`src/spq_pkg.sv`:
```
// Shared constants and types for the sorted priority queue.
`default_nettype none
package spq_pkg;

	// Default number of entries held
	localparam int DEPTH_DEF = 8;

	// Field widths
	localparam int VALUE_W  = 32;
	localparam int PRIO_W   = 8;
	localparam int STATUS_W = 2;
	localparam int COUNT_W  = 4;

	// Operation codes
	localparam logic KIND_ENQ = 1'b0;
	localparam logic KIND_DEQ = 1'b1;

	// Result status codes
	localparam logic [STATUS_W-1:0] ST_OK    = 2'd0;
	localparam logic [STATUS_W-1:0] ST_FULL  = 2'd1;
	localparam logic [STATUS_W-1:0] ST_EMPTY = 2'd2;

	// Controller to datapath commands
	typedef struct packed {
		logic cap;   // capture the incoming item
		logic exec;  // apply the captured item and load the result register
	} cmd_t;

endpackage
`default_nettype wire

```
`src/spq_req_if.sv`:
```
// Request channel: enqueue/dequeue items.
`default_nettype none
interface spq_req_if;
	logic                            valid;
	logic                            ready;
	logic                            kind;
	logic signed [spq_pkg::VALUE_W-1:0] value;
	logic        [spq_pkg::PRIO_W-1:0]  priority_req;

	modport source (output valid, kind, value, priority_req, input ready);
	modport sink   (input valid, kind, value, priority_req, output ready);
endinterface
`default_nettype wire

```
`src/spq_rsp_if.sv`:
```
// Response channel: one result per request.
`default_nettype none
interface spq_rsp_if;
	logic                                valid;
	logic                                ready;
	logic        [spq_pkg::STATUS_W-1:0] status;
	logic                                out_valid;
	logic signed [spq_pkg::VALUE_W-1:0]  out_value;
	logic        [spq_pkg::PRIO_W-1:0]   out_priority;
	logic        [spq_pkg::COUNT_W-1:0]  count;

	modport source (output valid, status, out_valid, out_value, out_priority, count,
		input ready);
	modport sink   (input valid, status, out_valid, out_value, out_priority, count,
		output ready);
endinterface
`default_nettype wire

```
`src/sorted_priority_queue_top.sv`:
```
// Top level of the sorted priority queue.
// Bounded priority queue of DEPTH entries (value, priority) kept in ascending
// priority order with first-in first-out order among equal priorities. Each
// request (enqueue or dequeue) yields exactly one response carrying status,
// the removed entry on a successful dequeue, and the count held afterwards.
// An item is first captured and then executed: every cell compares and
// shifts in parallel and the result register is loaded, once an earlier
// result has been taken. The next request is taken once the previous one has
// executed, so a finished response may still wait in the output register.
`default_nettype none
module sorted_priority_queue_top #(
	parameter int DEPTH = spq_pkg::DEPTH_DEF
) (
	input  wire logic  clk,
	input  wire logic  arst_n,
	spq_req_if.sink    req,
	spq_rsp_if.source  rsp
);

	spq_pkg::cmd_t cmd;

	spq_ctrl u_ctrl (
		.clk       (clk),
		.arst_n    (arst_n),
		.in_valid  (req.valid),
		.in_ready  (req.ready),
		.out_valid (rsp.valid),
		.out_ready (rsp.ready),
		.cmd       (cmd)
	);

	spq_dp #(
		.DEPTH (DEPTH)
	) u_dp (
		.clk          (clk),
		.arst_n       (arst_n),
		.cmd          (cmd),
		.kind         (req.kind),
		.value        (req.value),
		.priority_req (req.priority_req),
		.status       (rsp.status),
		.out_valid    (rsp.out_valid),
		.out_value    (rsp.out_value),
		.out_priority (rsp.out_priority),
		.count        (rsp.count)
	);

endmodule
`default_nettype wire

```
`src/spq_ctrl.sv`:
```
// Controller: capture / execute sequencing and result handshake.
`default_nettype none
module spq_ctrl (
	input  wire logic         clk,
	input  wire logic         arst_n,
	input  wire logic         in_valid,
	output logic              in_ready,
	output logic              out_valid,
	input  wire logic         out_ready,
	output spq_pkg::cmd_t     cmd
);

	localparam logic ST_IDLE = 1'b0;
	localparam logic ST_EXEC = 1'b1;

	logic state_q;
	logic res_valid_q;
	logic slot_free;

	assign slot_free = !res_valid_q || out_ready;
	assign in_ready  = (state_q == ST_IDLE);
	assign out_valid = res_valid_q;

	// Commands to the datapath
	always_comb begin
		cmd.cap  = in_valid && in_ready;
		cmd.exec = (state_q == ST_EXEC) && slot_free;
	end

	// State sequencing
	always_ff @(posedge clk or negedge arst_n) begin
		if (!arst_n) begin
			state_q <= ST_IDLE;
		end else begin
			case (state_q)
				ST_IDLE: begin
					if (cmd.cap) state_q <= ST_EXEC;
				end
				ST_EXEC: begin
					if (cmd.exec) state_q <= ST_IDLE;
				end
				default: state_q <= ST_IDLE;
			endcase
		end
	end

	// Result register occupancy
	always_ff @(posedge clk or negedge arst_n) begin
		if (!arst_n) begin
			res_valid_q <= 1'b0;
		end else if (cmd.exec) begin
			res_valid_q <= 1'b1;
		end else if (out_ready) begin
			res_valid_q <= 1'b0;
		end
	end

	// A result is never overwritten before its transfer
	a_no_overwrite: assert property (@(posedge clk) disable iff (!arst_n)
		cmd.exec |-> (!res_valid_q || out_ready))
		else $error("result overwritten while pending");

	// A stalled result stays offered
	a_hold_result: assert property (@(posedge clk) disable iff (!arst_n)
		(res_valid_q && !out_ready) |=> res_valid_q)
		else $error("pending result dropped");

	// Every captured item is left pending execution
	a_cap_then_exec: assert property (@(posedge clk) disable iff (!arst_n)
		cmd.cap |=> (state_q == ST_EXEC))
		else $error("captured item not pending execution");

	// Capture and execution never happen in the same cycle
	a_exec_after_cap: assert property (@(posedge clk) disable iff (!arst_n)
		cmd.exec |-> !cmd.cap)
		else $error("capture and execute in same cycle");

endmodule
`default_nettype wire

```
`src/spq_dp.sv`:
```
// Datapath: sorted cell row with parallel compare-and-shift, result register.
`default_nettype none
module spq_dp #(
	parameter int DEPTH = spq_pkg::DEPTH_DEF
) (
	input  wire logic                            clk,
	input  wire logic                            arst_n,
	input  wire spq_pkg::cmd_t                   cmd,
	input  wire logic                            kind,
	input  wire logic signed [spq_pkg::VALUE_W-1:0] value,
	input  wire logic        [spq_pkg::PRIO_W-1:0]  priority_req,
	output logic             [spq_pkg::STATUS_W-1:0] status,
	output logic                                 out_valid,
	output logic signed      [spq_pkg::VALUE_W-1:0]  out_value,
	output logic             [spq_pkg::PRIO_W-1:0]   out_priority,
	output logic             [spq_pkg::COUNT_W-1:0]  count
);

	localparam int CNT_W = $clog2(DEPTH + 1);

	// Captured item
	logic                           kind_q;
	logic signed [spq_pkg::VALUE_W-1:0] value_q;
	logic        [spq_pkg::PRIO_W-1:0]  prio_q;

	// Cell row, slot 0 is the head
	logic signed [spq_pkg::VALUE_W-1:0] val_q [DEPTH];
	logic        [spq_pkg::PRIO_W-1:0]  pri_q [DEPTH];
	logic        [CNT_W-1:0]            cnt_q;

	// Result register
	logic        [spq_pkg::STATUS_W-1:0] status_q;
	logic                                 hit_q;
	logic signed [spq_pkg::VALUE_W-1:0]   rval_q;
	logic        [spq_pkg::PRIO_W-1:0]    rpri_q;
	logic        [CNT_W-1:0]              rcnt_q;

	logic             is_full;
	logic             is_empty;
	logic             do_enq;
	logic             do_deq;
	logic [DEPTH-1:0] gt;
	logic [CNT_W-1:0] cnt_nxt;

	assign is_full  = (cnt_q == CNT_W'(DEPTH));
	assign is_empty = (cnt_q == '0);
	assign do_enq   = cmd.exec && (kind_q == spq_pkg::KIND_ENQ) && !is_full;
	assign do_deq   = cmd.exec && (kind_q == spq_pkg::KIND_DEQ) && !is_empty;

	always_comb begin
		cnt_nxt = cnt_q;
		if (do_enq) cnt_nxt = cnt_q + 1'b1;
		else if (do_deq) cnt_nxt = cnt_q - 1'b1;
	end

	// Held cells ranked strictly behind the new priority
	always_comb begin
		for (int i = 0; i < DEPTH; i++) begin
			gt[i] = (CNT_W'(i) < cnt_q) && (pri_q[i] > prio_q);
		end
	end

	// Item capture
	always_ff @(posedge clk) begin
		if (cmd.cap) begin
			kind_q  <= kind;
			value_q <= value;
			prio_q  <= priority_req;
		end
	end

	// Per-cell update: shift back behind the insert point, shift forward on removal
	for (genvar g = 0; g < DEPTH; g++) begin : g_cell
		logic                           from_prev;
		logic                           take_new;
		logic signed [spq_pkg::VALUE_W-1:0] prev_val;
		logic        [spq_pkg::PRIO_W-1:0]  prev_pri;
		logic signed [spq_pkg::VALUE_W-1:0] next_val;
		logic        [spq_pkg::PRIO_W-1:0]  next_pri;

		if (g == 0) begin : g_head
			assign from_prev = 1'b0;
			assign prev_val  = value_q;
			assign prev_pri  = prio_q;
		end else begin : g_body
			assign from_prev = gt[g-1];
			assign prev_val  = val_q[g-1];
			assign prev_pri  = pri_q[g-1];
		end

		if (g == DEPTH - 1) begin : g_tail
			assign next_val = val_q[g];
			assign next_pri = pri_q[g];
		end else begin : g_inner
			assign next_val = val_q[g+1];
			assign next_pri = pri_q[g+1];
		end

		assign take_new = gt[g] || (CNT_W'(g) == cnt_q);

		always_ff @(posedge clk) begin
			if (do_enq) begin
				if (from_prev) begin
					val_q[g] <= prev_val;
					pri_q[g] <= prev_pri;
				end else if (take_new) begin
					val_q[g] <= value_q;
					pri_q[g] <= prio_q;
				end
			end else if (do_deq) begin
				val_q[g] <= next_val;
				pri_q[g] <= next_pri;
			end
		end
	end

	// Held count
	always_ff @(posedge clk or negedge arst_n) begin
		if (!arst_n) begin
			cnt_q <= '0;
		end else begin
			cnt_q <= cnt_nxt;
		end
	end

	// Result register
	always_ff @(posedge clk) begin
		if (cmd.exec) begin
			rcnt_q <= cnt_nxt;
			hit_q  <= do_deq;
			rval_q <= do_deq ? val_q[0] : '0;
			rpri_q <= do_deq ? pri_q[0] : '0;
			if (kind_q == spq_pkg::KIND_ENQ) begin
				status_q <= is_full ? spq_pkg::ST_FULL : spq_pkg::ST_OK;
			end else begin
				status_q <= is_empty ? spq_pkg::ST_EMPTY : spq_pkg::ST_OK;
			end
		end
	end

	assign status       = status_q;
	assign out_valid    = hit_q;
	assign out_value    = rval_q;
	assign out_priority = rpri_q;
	assign count        = spq_pkg::COUNT_W'(rcnt_q);

endmodule
`default_nettype wire

```
`src/flat_wrapper.sv`:
```
// flat-port wrapper written by rule: the top's interface ports become plain ports
module sorted_priority_queue_top_flat 
#(
	parameter int DEPTH = spq_pkg::DEPTH_DEF
)
  (clk, arst_n, req_valid, req_kind, req_value, req_priority_req, req_ready, rsp_valid, rsp_status, rsp_out_valid, rsp_out_value, rsp_out_priority, rsp_count, rsp_ready);
  spq_req_if req_i ();
  spq_rsp_if rsp_i ();
  input  wire logic clk;
  input  wire logic arst_n;
  input wire logic [$bits(req_i.valid)-1:0] req_valid;
  input wire logic [$bits(req_i.kind)-1:0] req_kind;
  input wire logic [$bits(req_i.value)-1:0] req_value;
  input wire logic [$bits(req_i.priority_req)-1:0] req_priority_req;
  output wire logic [$bits(req_i.ready)-1:0] req_ready;
  output wire logic [$bits(rsp_i.valid)-1:0] rsp_valid;
  output wire logic [$bits(rsp_i.status)-1:0] rsp_status;
  output wire logic [$bits(rsp_i.out_valid)-1:0] rsp_out_valid;
  output wire logic [$bits(rsp_i.out_value)-1:0] rsp_out_value;
  output wire logic [$bits(rsp_i.out_priority)-1:0] rsp_out_priority;
  output wire logic [$bits(rsp_i.count)-1:0] rsp_count;
  input wire logic [$bits(rsp_i.ready)-1:0] rsp_ready;
  assign req_i.valid = req_valid;
  assign req_i.kind = req_kind;
  assign req_i.value = req_value;
  assign req_i.priority_req = req_priority_req;
  assign req_ready = req_i.ready;
  assign rsp_valid = rsp_i.valid;
  assign rsp_status = rsp_i.status;
  assign rsp_out_valid = rsp_i.out_valid;
  assign rsp_out_value = rsp_i.out_value;
  assign rsp_out_priority = rsp_i.out_priority;
  assign rsp_count = rsp_i.count;
  assign rsp_i.ready = rsp_ready;
  sorted_priority_queue_top #(.DEPTH(DEPTH)) u_core (.clk(clk), .arst_n(arst_n), .req(req_i), .rsp(rsp_i));
endmodule
```
`config.mk`:
```
export PLATFORM = sky130hd
export DESIGN_NAME = sorted_priority_queue_top_flat
export DESIGN_NICKNAME = d
export VERILOG_FILES = /design/src/spq_pkg.sv /design/src/spq_req_if.sv /design/src/spq_rsp_if.sv /design/src/sorted_priority_queue_top.sv /design/src/spq_ctrl.sv /design/src/spq_dp.sv /design/src/flat_wrapper.sv
export SDC_FILE = /design/constraint.sdc
export NUM_CORES = 1
export LEC_CHECK = 0
export ABC_AREA = 1
export BUFFER_PORTS_ARGS = -buffer_cell sky130_fd_sc_hd__buf_2
export CORE_ASPECT_RATIO = 0.75
export CORE_MARGIN = 4
export CORE_UTILIZATION = 55
export DETAILED_ROUTE_END_ITERATION = 16
export PLACE_DENSITY = 0.77
export SLEW_MARGIN = 5
export SYNTH_ARGS = -nofsm -noshare
export SYNTH_HDL_FRONTEND = slang
export SYNTH_SLANG_ARGS = --single-unit
export TNS_END_PERCENT = 10
```
`constraint.sdc`:
```
create_clock -name clk -period 4.7 [get_ports clk]
set_input_delay 0.94 -clock clk [delete_from_list [all_inputs] [get_ports clk]]
set_output_delay 0.94 -clock clk [all_outputs]
set_load 0.02 [all_outputs]
```
# Word level (Yosys, flattened, before mapping)

Memory sizes are Yosys's and may differ from the RTL's.
Index checks and enable logic that the tools add are counted.

Flip-flop bits (word level): 94
RAM bits: 320
Bits of input ports: 45
Word-level logic and storage cells: 194
Memories: 2

Memory list:

| name              | depth | bits a word | rd ports | clocked after Yosys merged registers in | wr ports | line         | source |
|---|---|---|---|---|---|---|---|
| u_core.u_dp.val_q | 8     | 32          | 8        | 0                                       | 8        | spq_dp.sv:27 | `logic signed [spq_pkg::VALUE_W-1:0] val_q [DEPTH];` |
| u_core.u_dp.pri_q | 8     | 8           | 8        | 0                                       | 8        | spq_dp.sv:28 | `logic [spq_pkg::PRIO_W-1:0] pri_q [DEPTH];` |

$add $sub $neg: 2
Order comparisons: 16
Eq/ne operators: 8
Multiplexer cells: 95
Bitwise gates (word level): 32
Reductions and logical operators: 28

Operators by type and width:

| operator              | number |
|---|---|
| $mux W32              | 15 |
| $mux W8               | 15 |
| $gt A8 B8 Y1          | 8 |
| $mux W1               | 60 |
| $or A1 B1 Y1          | 30 |
| $eq A3 B4 Y1 const A  | 4 |
| $lt A3 B4 Y1 const A  | 4 |
| $logic_and A1 B1 Y1   | 14 |
| $logic_or A1 B1 Y1    | 9 |
| $eq A2 B4 Y1 const A  | 2 |
| $lt A1 B4 Y1 const A  | 2 |
| $lt A2 B4 Y1 const A  | 2 |
| $mux W4               | 2 |
| $add A4 B1 Y4 const B | 1 |
| $eq A1 B4 Y1 const A  | 1 |
| $eq A4 B4 Y1 const B  | 1 |
| $logic_not A4 Y1      | 1 |
| $mux W2               | 2 |
| $sub A4 B1 Y4 const B | 1 |
| $logic_not A1 Y1      | 3 |
| $not A1 Y1            | 2 |
| $pmux W1 S2           | 1 |
| $reduce_bool A2 Y1    | 1 |

# Depth between registers and ports, before layout

Gate-level depths: netlist (run 1).
An unclocked memory read counts as a cell.

Depth after elaboration: 10
Depth in mapped cells: 16

# Modules after synthesis

Synthesis (run 1) repeated with hierarchy kept, for this count alone.

Cells, all modules: 2476
Area, all modules: 21789.6 um^2

By module, submodules not included:

| module   | times used | cells each | area an instance (um^2) | sequential area each (um^2) |
|---|---|---|---|---|
| spq_dp   | 1          | 2465       | 21697.1                 | 12351.8 |
| spq_ctrl | 1          | 11         | 92.6                    | 50.0 |

# Least setup slack after synthesis (run 1)

Ideal clock, no wire load.

Path type: input-to-reg
From: input rsp_ready
To: memory u_core.u_dp.pri_q[0][0] (netlist bit) (enable)
Setup time: 462 ps
Arrival time: 4630 ps
Data required time: 4238 ps
Slack: -392 ps
Cell stages on the path: 8
Buffers on the path: 0
Cell sequence: inv_2 nand2_1 nand2_1 inv_1 nand3_1 inv_2 nor2_1 a31oi_1

RTL lines:

| item            | line               | source |
|---|---|---|
| start, declared | flat_wrapper.sv:22 | `input wire logic [$bits(rsp_i.ready)-1:0] rsp_ready;` |
| end, declared   | spq_dp.sv:28       |  |

==> results of run 1 <==
## sequential cells by signal, summed over array words and instances, names as in the netlist
signal                       cells
u_core.u_ctrl.out_valid          1
u_core.u_ctrl.state_q            1
u_core.u_dp.cnt_q                4
u_core.u_dp.count                4
u_core.u_dp.g_cell.prev_pri      8
u_core.u_dp.g_cell.prev_val     32
u_core.u_dp.kind_q               1
u_core.u_dp.out_priority         8
u_core.u_dp.out_valid            1
u_core.u_dp.out_value           32
u_core.u_dp.pri_q               64
u_core.u_dp.status               2
u_core.u_dp.val_q              256
## critical path, delay by kind of cell, from the launching register on
| family | cells | cell delay, ps |
|---|---|---|
| adders and majority gates | 1 | 240 |
| AOI/OAI and AO/OA | 1 | 200 |
| and+or+nand+nor | 7 | 1630 |
| DFF | 1 | 490 |
| buffers and inverters | 2 | 750 |
## kinds of logic after synthesis
group	share of synthesized area (%)
adders and majority gates	3.86
DFF	56.3
and+or+nand+nor	28.4
buffers and inverters	7.98
xor gates and xnor gates	0.119
AOI/OAI and AO/OA	3.35
## cell usage after synthesis (2+ instances only)
master / n / area (sq um)
nand4_1: 85 / 532
xor2_1: 3 / 26.3
nor2_1: 63 / 236
nand3_1: 411 / 2060
clkbuf_1: 85 / 319
a21o_1: 2 / 15.0
o21a_1: 6 / 45.0
a21oi_1: 24 / 120
a21oi_2: 5 / 43.8
a31oi_1: 2 / 12.5
nand2_1: 902 / 3390
buf_4: 15 / 113
dfrtp_1: 6 / 150
edfxtp_1: 408 / 12300
o21ai_0: 25 / 125
inv_1: 273 / 1020
buf_2: 50 / 250
ha_1: 68 / 851
nand2_2: 3 / 18.8
buf_1: 7 / 26.3
o21ai_1: 63 / 315
o211ai_1: 4 / 30.0
inv_2: 7 / 26.3
## layer usage
layer | track usage [%] | part of all wire [%] | vias to the layer above
met3 | 7.71 | 13 | 197
li1 | - | - | 8465
met1 | 40.0 | 38 | 8576
met4 | 11.0 | 3.6 | 0
met2 | 45.4 | 45 | 1275
met5 | 0 | 0 | -
## layout make-up
cell class	instances	area (sq um)
Clock inverter	29	277
Sequential cell	414	12400
Multi-Input combinational cell	1673	7950
Tap cell	520	651
Timing Repair Buffer	134	848
Clock buffer	46	1090
Inverter	280	1060
Fill cell	3282	15300
## worst paths after layout
| kind | start | to | slack, ps |
|---|---|---|---|
| min | arst_n | u_core.u_dp.cnt_q[1] | 210 |
| min reg2reg | u_core.u_dp.val_q[1][99] | u_core.u_dp.val_q[1][67] | 520 |
| max | u_core.u_dp.g_cell[0].prev_pri[7] | u_core.u_dp.val_q[1][22] | 1040 |
| min in group clk | u_core.u_dp.val_q[1][99] | u_core.u_dp.val_q[1][67] | 520 |
| max reg2reg | u_core.u_dp.g_cell[0].prev_pri[7] | u_core.u_dp.val_q[1][22] | 1040 |
| max in group asynchronous | arst_n | u_core.u_dp.cnt_q[0] | 4340 |
## report_power, final
part / internal (mW) / leakage, nW / switching, mW
registers: 5.27 / 3.89 / 0.399
logic: 1.06 / 6.55 / 3.22
clock network: 1.94 / 0.663 / 1.46
==> out/qor.yml, run 1 <==
setup_path:
  crit_path_start_kind: "flip-flop"
  worstPathRequired_ps: 4930
  path_max_fanout: 40
  crit_type: "flip-flop to flip-flop"
  crit_slowest_cell: "nand3_2"
  crit_chain: "inv_1 > ha_1 > nand2_1 > nor2_1 > nand2_1 > nand2_1 > a21oi_4 > nand2_1 > nand3_2 > nand2_2 > buf_12"
  reg2reg_depth: 11
  crit_path_max_incr_delay_ps: 500
  worstPathArrival_ps: 3890
  worstSetupEndpointType: "flip-flop"
  crit_top_cell: "nand2_1"
cells_and_area:
  synthToLayoutAreaGrowth_pct: 10.1
  fin_nets: 2658
  fin_cells: 3096
  final_core_util_pct: 61.3
  final_cell_mix: "nand2_1, nand3_1, edfxtp_1"
  final_common_cell: "nand2_1"
  drive_gt1_share_pct: 8.73
  diodes: 0
  final_cell_area_sq_mm: 0.0243
yosys:
  syn_nets: 2637
  ys_seq_area_share_pct: 56.3
  synth.distinct_cells: 30
  ys.flop_type: "edfxtp_1"
  postSynthRegisterBits: 414
  netlist_area_sq_mm: 0.0220
  async_reset_ff_share_pct: 1.45
  synth-warning-count: 0
  postSynthAreaPerCell_sq_um: 8.73
  syn_inst: 2524
  synth_edf_count: 408
global_route:
  grt-ovfl-total: 0
  grt_pass1_vias: 18100
  antenna_found_initial: 0
  grt_pass1_wl_um: 100000
  grt_max_degree: 205
  track_usage_pct: 29.3
timing:
  rsz0062_at_grt: "no"
  period_share_pct: 77.8
  setup_viol: 0
  fin_ws_ps: 1040
  holdWs_ps: 210
  slew_viol_final: 0
  skew_ps: 22.6
  finalHoldViolCount: 0
  clock.fmax_ghz: 0.273
  tns_ps: 0
  tightestPinTransition_ps: 1120
  slew_headroom_pct: 25.5
  period_needed_ps: 3660
placement:
  place_inst: 3021
  io_buffer_count: 93
  dpl.hpwl_um: 37000
  place_congestion: 0.877
  placed_cell_area_sq_mm: 0.0229
  place_ws_ps: 946
drt:
  dr.pass1.iters: 6
  drt-vias-per-instance: 5.98
  vias: 18500
  wl_per_cell_um: 20.7
  routed_wl_um: 64200
  drtIter0Drc: 2668
  drtAntennaViolNets: 0
  drc: 0
floorplan:
  coreArea_sq_mm: 0.0396
  start_util_pct: 55.7
  die_x_um: 239
  die_area_sq_mm: 0.0434
  pin_count: 94
  die_y_um: 181
  rows: 63
power_and_ir_drop:
  peakVddDrop_v: 0.000416
  leakagePower_nw: 11.1
  power.density_mw_per_mm2: 550
  p_total_mw: 13.4
clocking:
  cts-root-buf: "clkbuf_16"
  cts_made_buffers: 42
  cts.clk_slew.worst_paths_ps: 60
  cts_tree: "done"
  clk_latency_ps: 560
  cts.path.max_buffers: 3
  postCtsSetupRepairBufs: 0
  htreeDepth: 2
  postCtsResizedCells: 0
  holdBufCountCts: 0
  cts.sinks: 414
run_status:
  outcome: "finished, final reports clean"
hold_path:
  holdCritPathClass: "input port to async pin"
job:
  maxCapViolations: 0
(Power assumes the default switching activity.)
==> run 2, diff against run 1 <==
- ABC_AREA: 1 -> 0
- PLACE_DENSITY: 0.77 -> 0.74
- clock period: 4.7 -> 3.4 ns (I/O delays scaled with it)
==> out/qor.yml, run 2 <==
placement:
  place_ws_ps: 111  # -835 ps
  io_buffer_count: 93  # unchanged
  placed_cell_area_sq_mm: 0.0227  # -0.90%
  dpl.hpwl_um: 39900  # +7.9%
  place_congestion: 0.937  # +6.8%
power_and_ir_drop:
  peakVddDrop_v: 0.000577  # +39%
  leakagePower_nw: 8.87  # -20%
  power.density_mw_per_mm2: 774  # +41%
setup_path:
  crit_slowest_cell: "edfxtp_1"
  worstPathRequired_ps: 3700  # -1230 ps
  worstPathArrival_ps: 3560  # -330 ps
  crit_chain: "clkinvlp_4 > ha_1 > a211o_1 > a21oi_1 > a21oi_1 > a22oi_2 > buf_4 > nor4_1 > a221o_1"
  path_max_fanout: 18  # -55%
  crit_path_max_incr_delay_ps: 420  # -80 ps
  crit_type: "flip-flop to flip-flop"
  path_delay_family: "compound AO/OA/AOI/OAI gates"
  crit_path_start_kind: "flip-flop"
  crit_top_cell: "a21oi_1"
  worstSetupEndpointType: "flip-flop"
  critical_path_buf_inv_count: 2  # unchanged
timing:
  tightestPinTransition_ps: 818  # -298 ps
  skew_ps: 24.9  # +2.27 ps
  holdWs_ps: 287  # +76.4 ps
  fin_ws_ps: 136  # -905 ps
  period_share_pct: 96.0  # +18 points
  finalHoldViolCount: 0  # unchanged
  setup_viol: 0  # unchanged
  rsz0062_at_grt: "no"
  slew_viol_final: 0  # unchanged
  period_needed_ps: 3260  # -395 ps
  clock.fmax_ghz: 0.306  # +12%
  tns_ps: 0  # unchanged
  slew_headroom_pct: 44.9  # +19 points
clocking:
  htreeDepth: 2  # unchanged
  cts.path.max_buffers: 3  # unchanged
  cts-root-buf: "clkbuf_16"
  cts.clk_slew.worst_paths_ps: 60  # about the same
  cts_made_buffers: 43  # +2.4%
  cts_tree: "done"
  cts.sinks: 414  # unchanged
  clk_latency_ps: 570  # about the same
hold_path:
  holdCritPathClass: "input port to flip-flop"
drt:
  routed_wl_um: 65500  # +1.9%
  drc: 0  # unchanged
  vias: 16900  # -8.6%
  drtAntennaViolNets: 0  # unchanged
  dr.pass1.iters: 6  # unchanged
  wl_per_cell_um: 25.7  # +24%
  drt-vias-per-instance: 6.64  # +11%
  drtIter0Drc: 2697  # +1.1%
floorplan:
  rows: 62  # -1.6%
  die_y_um: 179  # -1.3%
  coreArea_sq_mm: 0.0384  # -3.0%
  pin_count: 94  # unchanged
  die_area_sq_mm: 0.0422  # -2.6%
  die_x_um: 236  # -1.3%
  start_util_pct: 55.8  # +0.15 points
cells_and_area:
  fin_nets: 2115  # -20%
  synthToLayoutAreaGrowth_pct: 13.0
  final_common_cell: "nand2_1"
  largest_reg_flops: 256  # unchanged
  final_cell_mix: "nand2_1, edfxtp_1, o211ai_1"
  top_register: "u_core.u_dp.val_q"
  drive_gt1_share_pct: 15.1  # +6.3 points
  reg.largest.list: "u_core.u_dp.val_q (256), u_core.u_dp.pri_q (64)"
  final_cell_area_sq_mm: 0.0242  # -0.12%
yosys:
  synth_edf_count: 408  # unchanged
  ys.flop_type: "edfxtp_1"
  netlist_area_sq_mm: 0.0214  # -2.7%
  ys_seq_area_share_pct: 57.8  # +1.6 points
  yosys.area.top_type: "edfxtp_1"
  synth_common_cells: "nand2_1, edfxtp_1, o211ai_1"
  postSynthAreaPerCell_sq_um: 11.0  # +26%
  synth_area_leaders: "edfxtp_1, nand2_1, o211ai_1, ha_1, and2_1"
  synth-warning-count: 0  # unchanged
  synth.distinct_cells: 58  # +93%
  syn_inst: 1946  # -23%
  postSynthRegisterBits: 414  # unchanged
  syn_nets: 2059  # -22%
  async_reset_ff_share_pct: 1.45  # unchanged
  synth.most_common_cell: "nand2_1"
  netlist.area_leader.share_pct: 57.1  # +1.5 points
global_route:
  track_usage_pct: 30.5  # +1.2 points
  grt_pass1_vias: 16400  # -9.2%
  grt-ovfl-total: 0  # unchanged
  grt_pass1_wl_um: 99800  # -0.30%
  grt_max_degree: 94  # -54%
  antenna_found_initial: 0  # unchanged
job:
  maxCapViolations: 0  # unchanged
run_status:
  outcome: "finished, final reports clean"
-- run 2: cell count changes after synthesis, moves of 38 or more --
cell      delta
and2_1      +81
nand2_1    -413
o211ai_1   +118
mux2_2      +38
inv_1      -251
nor4_1      +41
mux2_1      +42
nand3_1    -324
a221o_1     +40
o21ai_1     -60
nand4_1     -77
o31ai_1     +43
a31oi_1     +39
a21oi_1     +49
-- run 2: final cells by class --
cell class	count	area, sq um
multi-input cells	1352	8370
clock buffers	45	1100
fillers	2980	14200
clock inverters	34	412
repair buffers	168	1210
well taps	512	641
diodes	1	2.50
flip-flops and latches	414	12400
inverters	23	97.6
-- run 2: worst register-to-register path, cell delays in order (launching register included) --
cell,delay [ps]
edfxtp_1,420
clkinvlp_4,290
ha_1,400
a211o_1,260
a21oi_1,310
a21oi_1,180
a22oi_2,340
buf_4,410
nor4_1,120
a221o_1,280
-- run 2: report_power, final --
group / internal [mW] / switching (mW)
combinational: 1.79 / 4.10
sequential: 7.08 / 0.667
clock: 3.05 / 2.08
-- run 2: what timing repair did --
item	CTS	global route
resized for setup	0	3
setup buffers	0	0
hold buffers	1	0
endpoints found under the setup margin	0	33
hold endpoints to repair	6	0
-- run 2: final timing paths --
check                      slack, ps                               from                                  to  cells past startpoint
hold / removal                   290                      req_value[30]  u_core.u_dp.g_cell[0].prev_val[30]                      1
min in group asynchronous        470                             arst_n                u_core.u_dp.cnt_q[1]                      2
setup reg to reg                 140  u_core.u_dp.g_cell[0].prev_pri[5]            u_core.u_dp.val_q[0][47]                      9
setup / recovery                 140  u_core.u_dp.g_cell[0].prev_pri[5]            u_core.u_dp.val_q[0][47]                      9
hold reg to reg                  540           u_core.u_dp.val_q[0][27]           u_core.u_dp.out_value[27]                      1
max in group asynchronous       2790                             arst_n               u_core.u_ctrl.state_q                      2
-- run 2: layer usage --
layer	GRT usage, %	vias up	routed length, um
met5	0	-	0
met4	9.78	0	2050
met3	6.87	156	8460
met2	46.1	1251	28400
met1	44.2	8171	26500
li1	-	7346	-
-- run 2: per-stage QoR --
step | util [%] | std cells | total power, mW
floorplan | - | 1946 | 11.1
global placement | 59.1 | 2468 | 13.3
detailed placement | 59.1 | 2468 | 13.5
CTS | 63.1 | 2548 | 18.6
global route | 63.1 | 2548 | 19.4
finish | 63.1 | 2549 | 18.8
-- run 2: kinds of logic after synthesis --
group,synth area share [%]
AO/OA/AOI/OAI,12.4
XOR/XNOR,0.123
adder cells (fa/ha/maj),3.97
buffers and inverters,3.82
flip-flops,57.8
multiplexers,4.20
AND/OR/NAND/NOR,17.7
